==> src/hw/rtl/oflt_pkg.sv <==
package oflt_pkg;

   // Default sizes of the lock table
   localparam int TABLE_ENTRIES_DEF = 16;
   localparam int KEY_BITS_DEF      = 16;
   localparam int READER_BITS_DEF   = 8;

   // Fixed field widths of the channels
   localparam int FILE_ID_BITS = 16;
   localparam int MODE_BITS    = 2;
   localparam int PERM_BITS    = 9;
   localparam int ID_BITS      = 16;
   localparam int STATUS_BITS  = 3;
   localparam int DIGIT_BITS   = 3;

   // Action codes
   localparam logic ACT_OPEN  = 1'b0;
   localparam logic ACT_CLOSE = 1'b1;

   // Access mode codes; the fourth code is unused
   localparam logic [MODE_BITS-1:0] MODE_READ   = 2'd0;
   localparam logic [MODE_BITS-1:0] MODE_WRITE  = 2'd1;
   localparam logic [MODE_BITS-1:0] MODE_APPEND = 2'd2;

   // Rights digit needed for each kind of access
   localparam logic [DIGIT_BITS-1:0] NEED_READ  = 3'd1;
   localparam logic [DIGIT_BITS-1:0] NEED_WRITE = 3'd3;

   typedef enum logic [STATUS_BITS-1:0] {
      ST_OK        = 3'd0,
      ST_DENIED    = 3'd1,
      ST_BUSY      = 3'd2,
      ST_FULL      = 3'd3,
      ST_NOT_OPEN  = 3'd4,
      ST_NO_READER = 3'd5
   } status_type;

endpackage

==> src/hw/rtl/oflt_req_if.sv <==
interface oflt_req_if;
   import oflt_pkg::*;

   logic                    valid;
   logic                    ready;
   logic                    action;
   logic [FILE_ID_BITS-1:0] file_id;
   logic [MODE_BITS-1:0]    access_mode;
   logic [PERM_BITS-1:0]    perm_bits;
   logic [ID_BITS-1:0]      owner_user;
   logic [ID_BITS-1:0]      owner_group;
   logic [ID_BITS-1:0]      requester_user;
   logic [ID_BITS-1:0]      requester_group;

   modport source (
      output valid, action, file_id, access_mode, perm_bits,
             owner_user, owner_group, requester_user, requester_group,
      input  ready
   );

   modport sink (
      input  valid, action, file_id, access_mode, perm_bits,
             owner_user, owner_group, requester_user, requester_group,
      output ready
   );

endinterface

==> src/hw/rtl/oflt_rsp_if.sv <==
interface oflt_rsp_if;
   import oflt_pkg::*;

   logic                   valid;
   logic                   ready;
   logic [STATUS_BITS-1:0] status;
   logic                   fetch_inode;
   logic                   release_inode;
   logic                   mark_dirty;

   modport source (
      output valid, status, fetch_inode, release_inode, mark_dirty,
      input  ready
   );

   modport sink (
      input  valid, status, fetch_inode, release_inode, mark_dirty,
      output ready
   );

endinterface

==> src/hw/rtl/open_file_rw_lock_table.sv <==
// Open-file table with a reader/writer lock per entry.
// req_if carries one open or close request per transfer; rsp_if returns
// exactly one response per request, in request order.
// An open checks the owner, group and public rights digits, then finds or
// creates the entry for the file and takes a shared (read) or exclusive
// (write, append) lock. A close drops the lock; the last holder frees the
// entry and an append close asks for the file to be marked dirty.
// A request taken from req_if waits in the input register; its response is
// then written to the response register, which drives rsp_if.
// Throughput: one request per cycle while rsp_if is not stalled; the lookup
// is a parallel compare of all entries and the update is written in the same
// cycle, so a request always sees the table left by the one before it.
// Reset clears every entry and drops both pipeline valids.
// When the receiver stalls, the response register holds; one more request
// waits in the input register and req_if.ready falls until rsp_if moves.
module open_file_rw_lock_table #(
   parameter int TABLE_ENTRIES = oflt_pkg::TABLE_ENTRIES_DEF,
   parameter int KEY_BITS      = oflt_pkg::KEY_BITS_DEF,
   parameter int READER_BITS   = oflt_pkg::READER_BITS_DEF
) (
   input logic        clock,
   input logic        reset,
   oflt_req_if.sink   req_if,
   oflt_rsp_if.source rsp_if
);
   import oflt_pkg::*;

   localparam logic [READER_BITS-1:0] READER_MAX = '1;
   localparam logic [READER_BITS-1:0] READER_ONE = READER_BITS'(1);

   // Input register
   logic                 in_valid_ff, in_valid_in;
   logic                 in_action_ff;
   logic [KEY_BITS-1:0]  in_key_ff;
   logic [MODE_BITS-1:0] in_mode_ff;
   logic [PERM_BITS-1:0] in_perm_ff;
   logic                 in_user_eq_ff;
   logic                 in_group_eq_ff;

   // Table
   logic [TABLE_ENTRIES-1:0] valid_ff;
   logic [TABLE_ENTRIES-1:0] writing_ff;
   logic [KEY_BITS-1:0]      key_ff     [TABLE_ENTRIES];
   logic [READER_BITS-1:0]   readers_ff [TABLE_ENTRIES];

   // Response register
   logic       out_valid_ff, out_valid_in;
   status_type out_status_ff;
   logic       out_fetch_ff, out_release_ff, out_dirty_ff;

   logic req_take, advance;

   logic [TABLE_ENTRIES-1:0] hit, free_vec, free_onehot;
   logic                     any_hit, any_free;
   logic                     hit_writing;
   logic [READER_BITS-1:0]   hit_readers;

   logic [DIGIT_BITS-1:0] own_digit, grp_digit, pub_digit;
   logic                  is_read, mode_valid, granted;
   logic                  own_ok, grp_ok, pub_ok;

   status_type status;
   logic       fetch, release_ent, dirty;
   logic       do_inc, do_dec, do_set_wr, do_clr_wr, do_alloc, do_free;

   // Handshake
   assign advance      = in_valid_ff && (!out_valid_ff || rsp_if.ready);
   assign req_if.ready = !in_valid_ff || advance;
   assign req_take     = req_if.valid && req_if.ready;
   assign in_valid_in  = req_take || (in_valid_ff && !advance);
   assign out_valid_in = advance || (out_valid_ff && !rsp_if.ready);

   always_ff @(posedge clock) begin
      if (reset) begin
         in_valid_ff  <= 1'b0;
         out_valid_ff <= 1'b0;
      end else begin
         in_valid_ff  <= in_valid_in;
         out_valid_ff <= out_valid_in;
      end
   end

   always_ff @(posedge clock) begin
      if (req_take) begin
         in_action_ff   <= req_if.action;
         in_key_ff      <= KEY_BITS'(req_if.file_id);
         in_mode_ff     <= req_if.access_mode;
         in_perm_ff     <= req_if.perm_bits;
         in_user_eq_ff  <= (req_if.requester_user == req_if.owner_user);
         in_group_eq_ff <= (req_if.requester_group == req_if.owner_group);
      end
   end

   // Rights check
   assign own_digit  = in_perm_ff[2:0];
   assign grp_digit  = in_perm_ff[5:3];
   assign pub_digit  = in_perm_ff[8:6];
   assign is_read    = (in_mode_ff == MODE_READ);
   assign mode_valid = (in_mode_ff == MODE_READ) || (in_mode_ff == MODE_WRITE) ||
                       (in_mode_ff == MODE_APPEND);
   assign own_ok     = own_digit >= (is_read ? NEED_READ : NEED_WRITE);
   assign grp_ok     = grp_digit >= (is_read ? NEED_READ : NEED_WRITE);
   assign pub_ok     = pub_digit >= (is_read ? NEED_READ : NEED_WRITE);
   assign granted    = mode_valid &&
                       (pub_ok || (in_group_eq_ff && grp_ok) || (in_user_eq_ff && own_ok));

   // Parallel lookup; at most one entry matches
   always_comb begin
      hit_readers = '0;
      hit_writing = 1'b0;
      for (int i = 0; i < TABLE_ENTRIES; i++) begin
         hit[i] = valid_ff[i] && (key_ff[i] == in_key_ff);
         if (hit[i]) begin
            hit_readers = hit_readers | readers_ff[i];
            hit_writing = hit_writing | writing_ff[i];
         end
      end
   end

   assign any_hit     = |hit;
   assign free_vec    = ~valid_ff;
   assign free_onehot = free_vec & (~free_vec + TABLE_ENTRIES'(1));
   assign any_free    = |free_vec;

   always_comb begin
      status    = ST_OK;
      fetch     = 1'b0;
      release_ent = 1'b0;
      dirty     = 1'b0;
      do_inc    = 1'b0;
      do_dec    = 1'b0;
      do_set_wr = 1'b0;
      do_clr_wr = 1'b0;
      do_alloc  = 1'b0;
      do_free   = 1'b0;
      if (in_action_ff == ACT_OPEN) begin
         priority if (!granted) begin
            status = ST_DENIED;
         end else if (any_hit && is_read) begin
            if (hit_writing || hit_readers == READER_MAX) begin
               status = ST_BUSY;
            end else begin
               do_inc = 1'b1;
            end
         end else if (any_hit) begin
            if (hit_writing || hit_readers != '0) begin
               status = ST_BUSY;
            end else begin
               do_set_wr = 1'b1;
            end
         end else if (!any_free) begin
            status = ST_FULL;
         end else begin
            do_alloc = 1'b1;
            fetch    = 1'b1;
         end
      end else begin
         priority if (!any_hit) begin
            status = ST_NOT_OPEN;
         end else if (is_read) begin
            if (hit_readers == '0) begin
               status = ST_NO_READER;
            end else begin
               do_dec = 1'b1;
               // drop the entry when the last reader leaves and no writer holds it
               if (hit_readers == READER_ONE && !hit_writing) begin
                  do_free     = 1'b1;
                  release_ent = 1'b1;
               end
            end
         end else if (mode_valid) begin
            do_clr_wr = 1'b1;
            dirty     = (in_mode_ff == MODE_APPEND);
            if (hit_readers == '0) begin
               do_free     = 1'b1;
               release_ent = 1'b1;
            end
         end else begin
            status = ST_OK;
         end
      end
   end

   // Table update, applied once as the request moves to the response register
   always_ff @(posedge clock) begin
      if (reset) begin
         valid_ff   <= '0;
         writing_ff <= '0;
         for (int i = 0; i < TABLE_ENTRIES; i++) begin
            readers_ff[i] <= '0;
         end
      end else if (advance) begin
         for (int i = 0; i < TABLE_ENTRIES; i++) begin
            if (do_alloc && free_onehot[i]) begin
               valid_ff[i]   <= 1'b1;
               writing_ff[i] <= !is_read;
               readers_ff[i] <= is_read ? READER_ONE : '0;
            end else if (hit[i]) begin
               if (do_inc) readers_ff[i] <= readers_ff[i] + READER_ONE;
               if (do_dec) readers_ff[i] <= readers_ff[i] - READER_ONE;
               if (do_set_wr) writing_ff[i] <= 1'b1;
               if (do_clr_wr) writing_ff[i] <= 1'b0;
               if (do_free) valid_ff[i] <= 1'b0;
            end
         end
      end
   end

   always_ff @(posedge clock) begin
      if (advance && do_alloc) begin
         for (int i = 0; i < TABLE_ENTRIES; i++) begin
            if (free_onehot[i]) key_ff[i] <= in_key_ff;
         end
      end
   end

   // Response register
   always_ff @(posedge clock) begin
      if (advance) begin
         out_status_ff  <= status;
         out_fetch_ff   <= fetch;
         out_release_ff <= release_ent;
         out_dirty_ff   <= dirty;
      end
   end

   assign rsp_if.valid         = out_valid_ff;
   assign rsp_if.status        = out_status_ff;
   assign rsp_if.fetch_inode   = out_fetch_ff;
   assign rsp_if.release_inode = out_release_ff;
   assign rsp_if.mark_dirty    = out_dirty_ff;

endmodule

==> src/flat_wrapper.sv <==
// flat-port wrapper written by rule: the top's interface ports become plain ports
module open_file_rw_lock_table_flat import oflt_pkg::*;
#(
   parameter int TABLE_ENTRIES = oflt_pkg::TABLE_ENTRIES_DEF,
   parameter int KEY_BITS      = oflt_pkg::KEY_BITS_DEF,
   parameter int READER_BITS   = oflt_pkg::READER_BITS_DEF
)
  (clock, reset, req_if_valid, req_if_action, req_if_file_id, req_if_access_mode, req_if_perm_bits, req_if_owner_user, req_if_owner_group, req_if_requester_user, req_if_requester_group, req_if_ready, rsp_if_valid, rsp_if_status, rsp_if_fetch_inode, rsp_if_release_inode, rsp_if_mark_dirty, rsp_if_ready);
  oflt_req_if req_if_i ();
  oflt_rsp_if rsp_if_i ();
  input logic clock;
  input logic reset;
  input wire logic [$bits(req_if_i.valid)-1:0] req_if_valid;
  input wire logic [$bits(req_if_i.action)-1:0] req_if_action;
  input wire logic [$bits(req_if_i.file_id)-1:0] req_if_file_id;
  input wire logic [$bits(req_if_i.access_mode)-1:0] req_if_access_mode;
  input wire logic [$bits(req_if_i.perm_bits)-1:0] req_if_perm_bits;
  input wire logic [$bits(req_if_i.owner_user)-1:0] req_if_owner_user;
  input wire logic [$bits(req_if_i.owner_group)-1:0] req_if_owner_group;
  input wire logic [$bits(req_if_i.requester_user)-1:0] req_if_requester_user;
  input wire logic [$bits(req_if_i.requester_group)-1:0] req_if_requester_group;
  output wire logic [$bits(req_if_i.ready)-1:0] req_if_ready;
  output wire logic [$bits(rsp_if_i.valid)-1:0] rsp_if_valid;
  output wire logic [$bits(rsp_if_i.status)-1:0] rsp_if_status;
  output wire logic [$bits(rsp_if_i.fetch_inode)-1:0] rsp_if_fetch_inode;
  output wire logic [$bits(rsp_if_i.release_inode)-1:0] rsp_if_release_inode;
  output wire logic [$bits(rsp_if_i.mark_dirty)-1:0] rsp_if_mark_dirty;
  input wire logic [$bits(rsp_if_i.ready)-1:0] rsp_if_ready;
  assign req_if_i.valid = req_if_valid;
  assign req_if_i.action = req_if_action;
  assign req_if_i.file_id = req_if_file_id;
  assign req_if_i.access_mode = req_if_access_mode;
  assign req_if_i.perm_bits = req_if_perm_bits;
  assign req_if_i.owner_user = req_if_owner_user;
  assign req_if_i.owner_group = req_if_owner_group;
  assign req_if_i.requester_user = req_if_requester_user;
  assign req_if_i.requester_group = req_if_requester_group;
  assign req_if_ready = req_if_i.ready;
  assign rsp_if_valid = rsp_if_i.valid;
  assign rsp_if_status = rsp_if_i.status;
  assign rsp_if_fetch_inode = rsp_if_i.fetch_inode;
  assign rsp_if_release_inode = rsp_if_i.release_inode;
  assign rsp_if_mark_dirty = rsp_if_i.mark_dirty;
  assign rsp_if_i.ready = rsp_if_ready;
  open_file_rw_lock_table #(.TABLE_ENTRIES(TABLE_ENTRIES), .KEY_BITS(KEY_BITS), .READER_BITS(READER_BITS)) u_core (.clock(clock), .reset(reset), .req_if(req_if_i), .rsp_if(rsp_if_i));
endmodule
==> config.mk <==
export PLATFORM = sky130hd
export DESIGN_NAME = open_file_rw_lock_table_flat
export DESIGN_NICKNAME = d
export VERILOG_FILES = /design/src/hw/rtl/oflt_pkg.sv /design/src/hw/rtl/oflt_req_if.sv /design/src/hw/rtl/oflt_rsp_if.sv /design/src/hw/rtl/open_file_rw_lock_table.sv /design/src/flat_wrapper.sv
export SDC_FILE = /design/constraint.sdc
export NUM_CORES = 1
export LEC_CHECK = 0
export ABC_AREA = 1
export BUFFER_PORTS_ARGS = -buffer_cell sky130_fd_sc_hd__buf_2
export CAP_MARGIN = 10
export CORE_UTILIZATION = 30
export DETAILED_ROUTE_END_ITERATION = 6
export PLACE_DENSITY_LB_ADDON = 0.15
export RECOVER_POWER = 100
export SETUP_SLACK_MARGIN = 0.1
export SLEW_MARGIN = 20
export SYNTH_ARGS = -nofsm -noshare
export SYNTH_HDL_FRONTEND = slang
export SYNTH_SLANG_ARGS = --single-unit
==> constraint.sdc <==
create_clock -name clock -period 4.7 [get_ports clock]
set_input_delay 0 -clock clock [delete_from_list [all_inputs] [get_ports clock]]
set_output_delay 0 -clock clock [all_outputs]
set_load 0.1 [all_outputs]
Word level (Yosys, flattened, before mapping)

Memories as Yosys holds them, arrays and structs flattened.
Index checks and enable logic that the tools add are counted.

Memories kept: 2
Input port bits: 96
Flip-flop bits (word level): 70
Bits in writable memories: 384
Output and inout port bits: 8
Logic and storage cells: 856

Equal/unequal tests: 22
$lt $le $gt $ge: 3
Bitwise gates (word level): 84
Reduce and logical (&&, ||, !) cells: 159
Add/subtract/negate cells: 33
Mux-type cells: 509

Memories:

| memory            | depth | bits a word | read ports | clocked after Yosys merged registers in | write ports | RTL line                      | source |
|---|---|---|---|---|---|---|---|
| u_core.key_ff     | 16    | 16          | 16         | 0                                       | 1           | open_file_rw_lock_table.sv:43 | `logic [KEY_BITS-1:0] key_ff [TABLE_ENTRIES];` |
| u_core.readers_ff | 16    | 8           | 16         | 0                                       | 16          | open_file_rw_lock_table.sv:44 | `logic [READER_BITS-1:0] readers_ff [TABLE_ENTRIES];` |

Operators with widths:

| operator                                                            | number |
|---|---|
| 8-bit two-way mux                                                   | 64 |
| 1-bit two-way mux                                                   | 404 |
| 16-bit == test                                                      | 18 |
| 16-bit OR reduction                                                 | 17 |
| 16-bit two-way mux                                                  | 15 |
| 8-bit by 1-bit adder with 8-bit output (second input constant)      | 16 |
| 8-bit by 1-bit subtractor with 8-bit output (second input constant) | 16 |
| 8-bit bitwise OR                                                    | 15 |
| 3-bit AND reduction                                                 | 32 |
| 2-bit nonzero test                                                  | 32 |
| 1-bit bitwise OR                                                    | 63 |
| 4-bit two-way mux                                                   | 15 |
| 3-bit nonzero test                                                  | 16 |
| 1-bit logical AND                                                   | 42 |
| 16-bit inverter                                                     | 2 |
| 3-bit two-way mux                                                   | 7 |
| 16-bit by 1-bit adder with 16-bit output (second input constant)    | 1 |
| 16-bit AND                                                          | 1 |
| 1-bit logical OR                                                    | 10 |
| 3-bit greater-or-equal comparator                                   | 3 |
| 8-bit by 1-bit == test with 1-bit output (second input constant)    | 1 |
| 8-bit == test (second input constant)                               | 1 |
| 8-bit zero test                                                     | 1 |
| 2-bit two-way mux                                                   | 4 |
| 7 further kinds                                                     | 14 |

Depth between registers and ports, before layout

An unclocked memory read counts as a cell.

Depth in word-level cells: 48
Depth in mapped cells: 26
Mapped depth without buffers: 22

Worst setup path after synthesis

OpenSTA, ideal clock, no wires.

Path kind: register -> register
Start point: register u_core.in_key_ff[8]
End point: memory u_core.readers_ff[0][16] in the netlist's numbering (enable)
Setup slack: 882 ps
Stages on the path, launching flop included: 18
Setup time: 337 ps
Data required time: 4,363 ps
Path buffers: 3
Arrival time: 3,481 ps
Period minus slack after synthesis: 3,818 ps
Cell sequence: edfxtp_1 -> buf_4 -> inv_2 -> buf_6 -> or2_0 -> nand3_1 -> nor2_2 -> nand3_2 -> nand2_1 -> nor2_1 -> nand4_2 -> nor2_4 -> and3_1 -> buf_4 -> nand2_1 -> nor2_1 -> nand2_1 -> nand3_1

RTL lines:

| item                     | RTL line                      | source |
|---|---|---|
| start: declaration       | open_file_rw_lock_table.sv:34 | `logic [KEY_BITS-1:0] in_key_ff;` |
| start signal: assignment | open_file_rw_lock_table.sv:86 | `in_key_ff <= KEY_BITS'(req_if.file_id);` |
| end: declaration         | open_file_rw_lock_table.sv:44 |  |

==> impl_metrics.ini <==
[pwr]
switching_share_pct = 24.83
pwr-share-clk_pct = 45.3
cellPowerDensity_mw_per_mm2 = 313.4
power_w = 0.009789
p_int_w = 0.007358
irDropWorstVdd_uv = 299.0
p_leak_nw = 12.74
p_comb_share_pct = 7.8
switching_power_w = 0.002431
sequentialPowerShare_pct = 46.9

[place]
globalplace.congestion = 0.9244
portBuffers = 103
dp_slack_ns = 0.1239
hpwl_um = 64120

[grt]
antenna_found_initial = 2
grt_usage_pct = 19.42
grt_pass1_vias = 21134
grt_max_degree = 33
grt_overflow_total = 0
grt_pass1_wl_um = 133400

[outcome]
violations = capacitance limit, slew limit
status = finished with violations

[critical_path]
rr_worst_depth = 18
worst_path_largest_cell_delay_ns = 0.53
timing.rr.end = u_core.readers_ff[0][2]
critPathMostFrequentCell = nand2_1
cp_data_required_time_ns = 4.94
worstSetupPathType = reg -> reg
critPathLaunchType = register
critical_path_peak_fanout = 31
r2r_setup_slack_ns = 0.26
path_cells = buf_4, nand2_1, nand2_1, nor2_1, nand2_1, nor2_2, nand3_1, nand2_1, nor2_1, nand4_2, nor2_4, nor3_4, nand2_4, inv_1, nand2_1, o21ai_2, inv_1, nand3_1
critPathArrivalTime_ns = 4.69
cp-end-kind = register
cpMaxStageDelayCell = nor2_2
worstReg2RegStart = u_core.in_key_ff[13]

[sta]
final_hold_viol_count = 0
drv_slew = 58
worst-slew-pin-transition_ns = 2.097
timing.fmax_mhz = 225.0
fin_ws_ns = 0.2560
rsz0062_at_grt = true
finalSetupViolations = 0
clock_skew_ns = 0.05434
setup_tns_ns = 0
relSlewSlack_pct = -39.78
fin_crit_sh_pct = 94.55
min_period_ns = 4.444

[synth]
synth_edf_count = 420
synth_top_area_cell = edfxtp_1
synth_cell_types = 54
ys_warn_count = 0
synth.area.top_cells = edfxtp_1 (47%), nand2_1 (11%), nor2_1 (5.0%)
synthesis.area_sq_mm = 0.02707
synth.top_cells.by_count = nand2_1 (800), edfxtp_1 (420), nor2_1 (362), inv_1 (334), o21ai_0 (195)
ys_ff_latch = 454
netlist_instances = 3184
synth.most_common_cell = nand2_1
synth.avg_cell_area_sq_um = 8.502
ys_seq_area_share_pct = 49.10
synth_top_area_share_pct = 46.59
ys_async_sr_fraction_pct = 0
synth_ff_type = edfxtp_1
syn_nets = 3318

[finish]
nNetsFinal = 3510
n_antenna_cell = 0
drive_gt1_share_pct = 10.11
area_growth_pct = 15.39
fin_util_pct = 35.13

[route]
drc = 0
vias_per_cell = 4.831
dr.pass1.iters = 5
wl_per_cell_um = 19.46
wl_um = 89260
drt_iter0_markers = 1684
ant_nets = 0
vias = 22161

[clock_tree]
clkTransAtPathRegs_ns = 0.06
cts_sinks = 454
clk_latency_ns = 0.64
cts_root_buffer = clkbuf_16
tritoncts = built
cts_max_level = 2
ctsLongestPathBuffers = 3
cts_buffers = 55

[hold_path]
hold_class = in -> reg
whs_endpoint = u_core.in_key_ff[5]
hold_start = req_if_file_id[5]
min_path_cells = 2

[die]
die_area_sq_mm = 0.09144
io_pins = 104
fp.dieH_um = 302.4
die_w_um = 302.4
row_count = 109
coreArea_sq_mm = 0.08892
start_util_pct = 30.44

[job]
maxCapViolCount = 2
routing by layer:
| metal | vias up | share of wire [%] | global-route usage [%] |
|---|---|---|---|
| met5 | - | 0 | 0 |
| met4 | 0 | 2.9 | 5.922 |
| met3 | 134 | 4.2 | 2.033 |
| met2 | 533 | 45 | 31.00 |
| met1 | 10375 | 48 | 27.60 |
| li1 | 11119 | - | - |
repair_timing:
action                                  CTS  global route
pin swaps                                 0             1
hold buffers                             40             0
endpoints found under the hold margin    39             0
endpoints found under the setup margin    8           164
setup buffers                             1             1
gates resized for setup                   0             4
layout by cell type, fill, tap and decap left out, types with 46 or more instances in the layout:
master	count
nor3_1	68
a21oi_1	46
nand2_1	805
buf_2	90
nor2_1	366
o21ai_0	207
nand3_1	156
edfxtp_1	420
xnor2_1	56
xor2_1	144
nand4_1	191
clkbuf_16	55
inv_1	335
state kept, by name (all words and copies together), names as in the netlist, 2 cells and up:
register	cells
u_core.writing_ff	16
u_core.in_key_ff	16
u_core.valid_ff	16
u_core.key_ff	256
u_core.in_mode_ff	2
u_core.readers_ff	128
u_core.rsp_if.status	3
u_core.in_perm_ff	9
worst max-delay path by stage:
stage	depth (start not counted)	start	slack [ns]	endpoint
2_1_floorplan	17	u_core.in_key_ff[8]	0.88	u_core.readers_ff[0][16]
3_3_place_gp	15	u_core.valid_ff[2]	0.05	u_core.readers_ff[0][14]
3_5_place_dp	15	u_core.valid_ff[2]	0.12	u_core.readers_ff[0][9]
4_1_cts	18	u_core.in_key_ff[12]	0.16	u_core.readers_ff[0][47]
5_1_grt	17	u_core.in_key_ff[9]	0.06	u_core.readers_ff[0][2]
6_report	18	u_core.in_key_ff[13]	0.26	u_core.readers_ff[0][2]
kinds of logic (layout without fill, tap and decap cells):
group | count (synthesis) | after routing | share of synthesized area (%)
AOI/OAI and AO/OA | 335 | 335 | 6.688
xor gates and xnor gates | 200 | 200 | 6.471
adders and majority gates | 38 | 38 | 1.756
buffers and inverters | 444 | 682 | 7.109
DFF | 454 | 454 | 49.10
muxes | 8 | 8 | 0.2958
and+or+nand+nor | 1705 | 1705 | 28.58
power groups by stage:
stage	registers, W	clock network, W	logic [W]
6_report	0.00459	0.00444	0.000766
3_3_place_gp	0.00467	0	0.000750
3_5_place_dp	0.00467	0	0.000748
5_1_grt	0.00460	0.00467	0.000848
2_1_floorplan	0.00466	0	0.000456
4_1_cts	0.00459	0.00454	0.000778
critical path: cells and delay by family, from the launching register on:
kind / cells / cell delay [ns]
flops: 1 / 0.42
compound gates: 1 / 0.16
simple gates: 14 / 2.63
buf+inv: 3 / 0.82
area by class of cell:
type	instances	area, sq um
clock buffer	69	1439
clock inverter	34	420.4
fill	9279	57680
inverter	355	1341
multi-input combinational	2286	11750
sequential	454	13290
tap	1165	1458
timing repair buffer	224	1538
stage by stage:
| stage | hold WS, ns | area (sq um) | std cells |
|---|---|---|---|
| 2_1_floorplan | 0.09887 | 27070 | 3184 |
| 3_3_place_gp | 0.1770 | 29170 | 4442 |
| 3_5_place_dp | 0.1781 | 29170 | 4442 |
| 4_1_cts | 0.03543 | 31430 | 4586 |
| 5_1_grt | 0.05062 | 31240 | 4587 |
| 6_report | 0.06439 | 31240 | 4587 |
(Power assumes the default switching activity.)
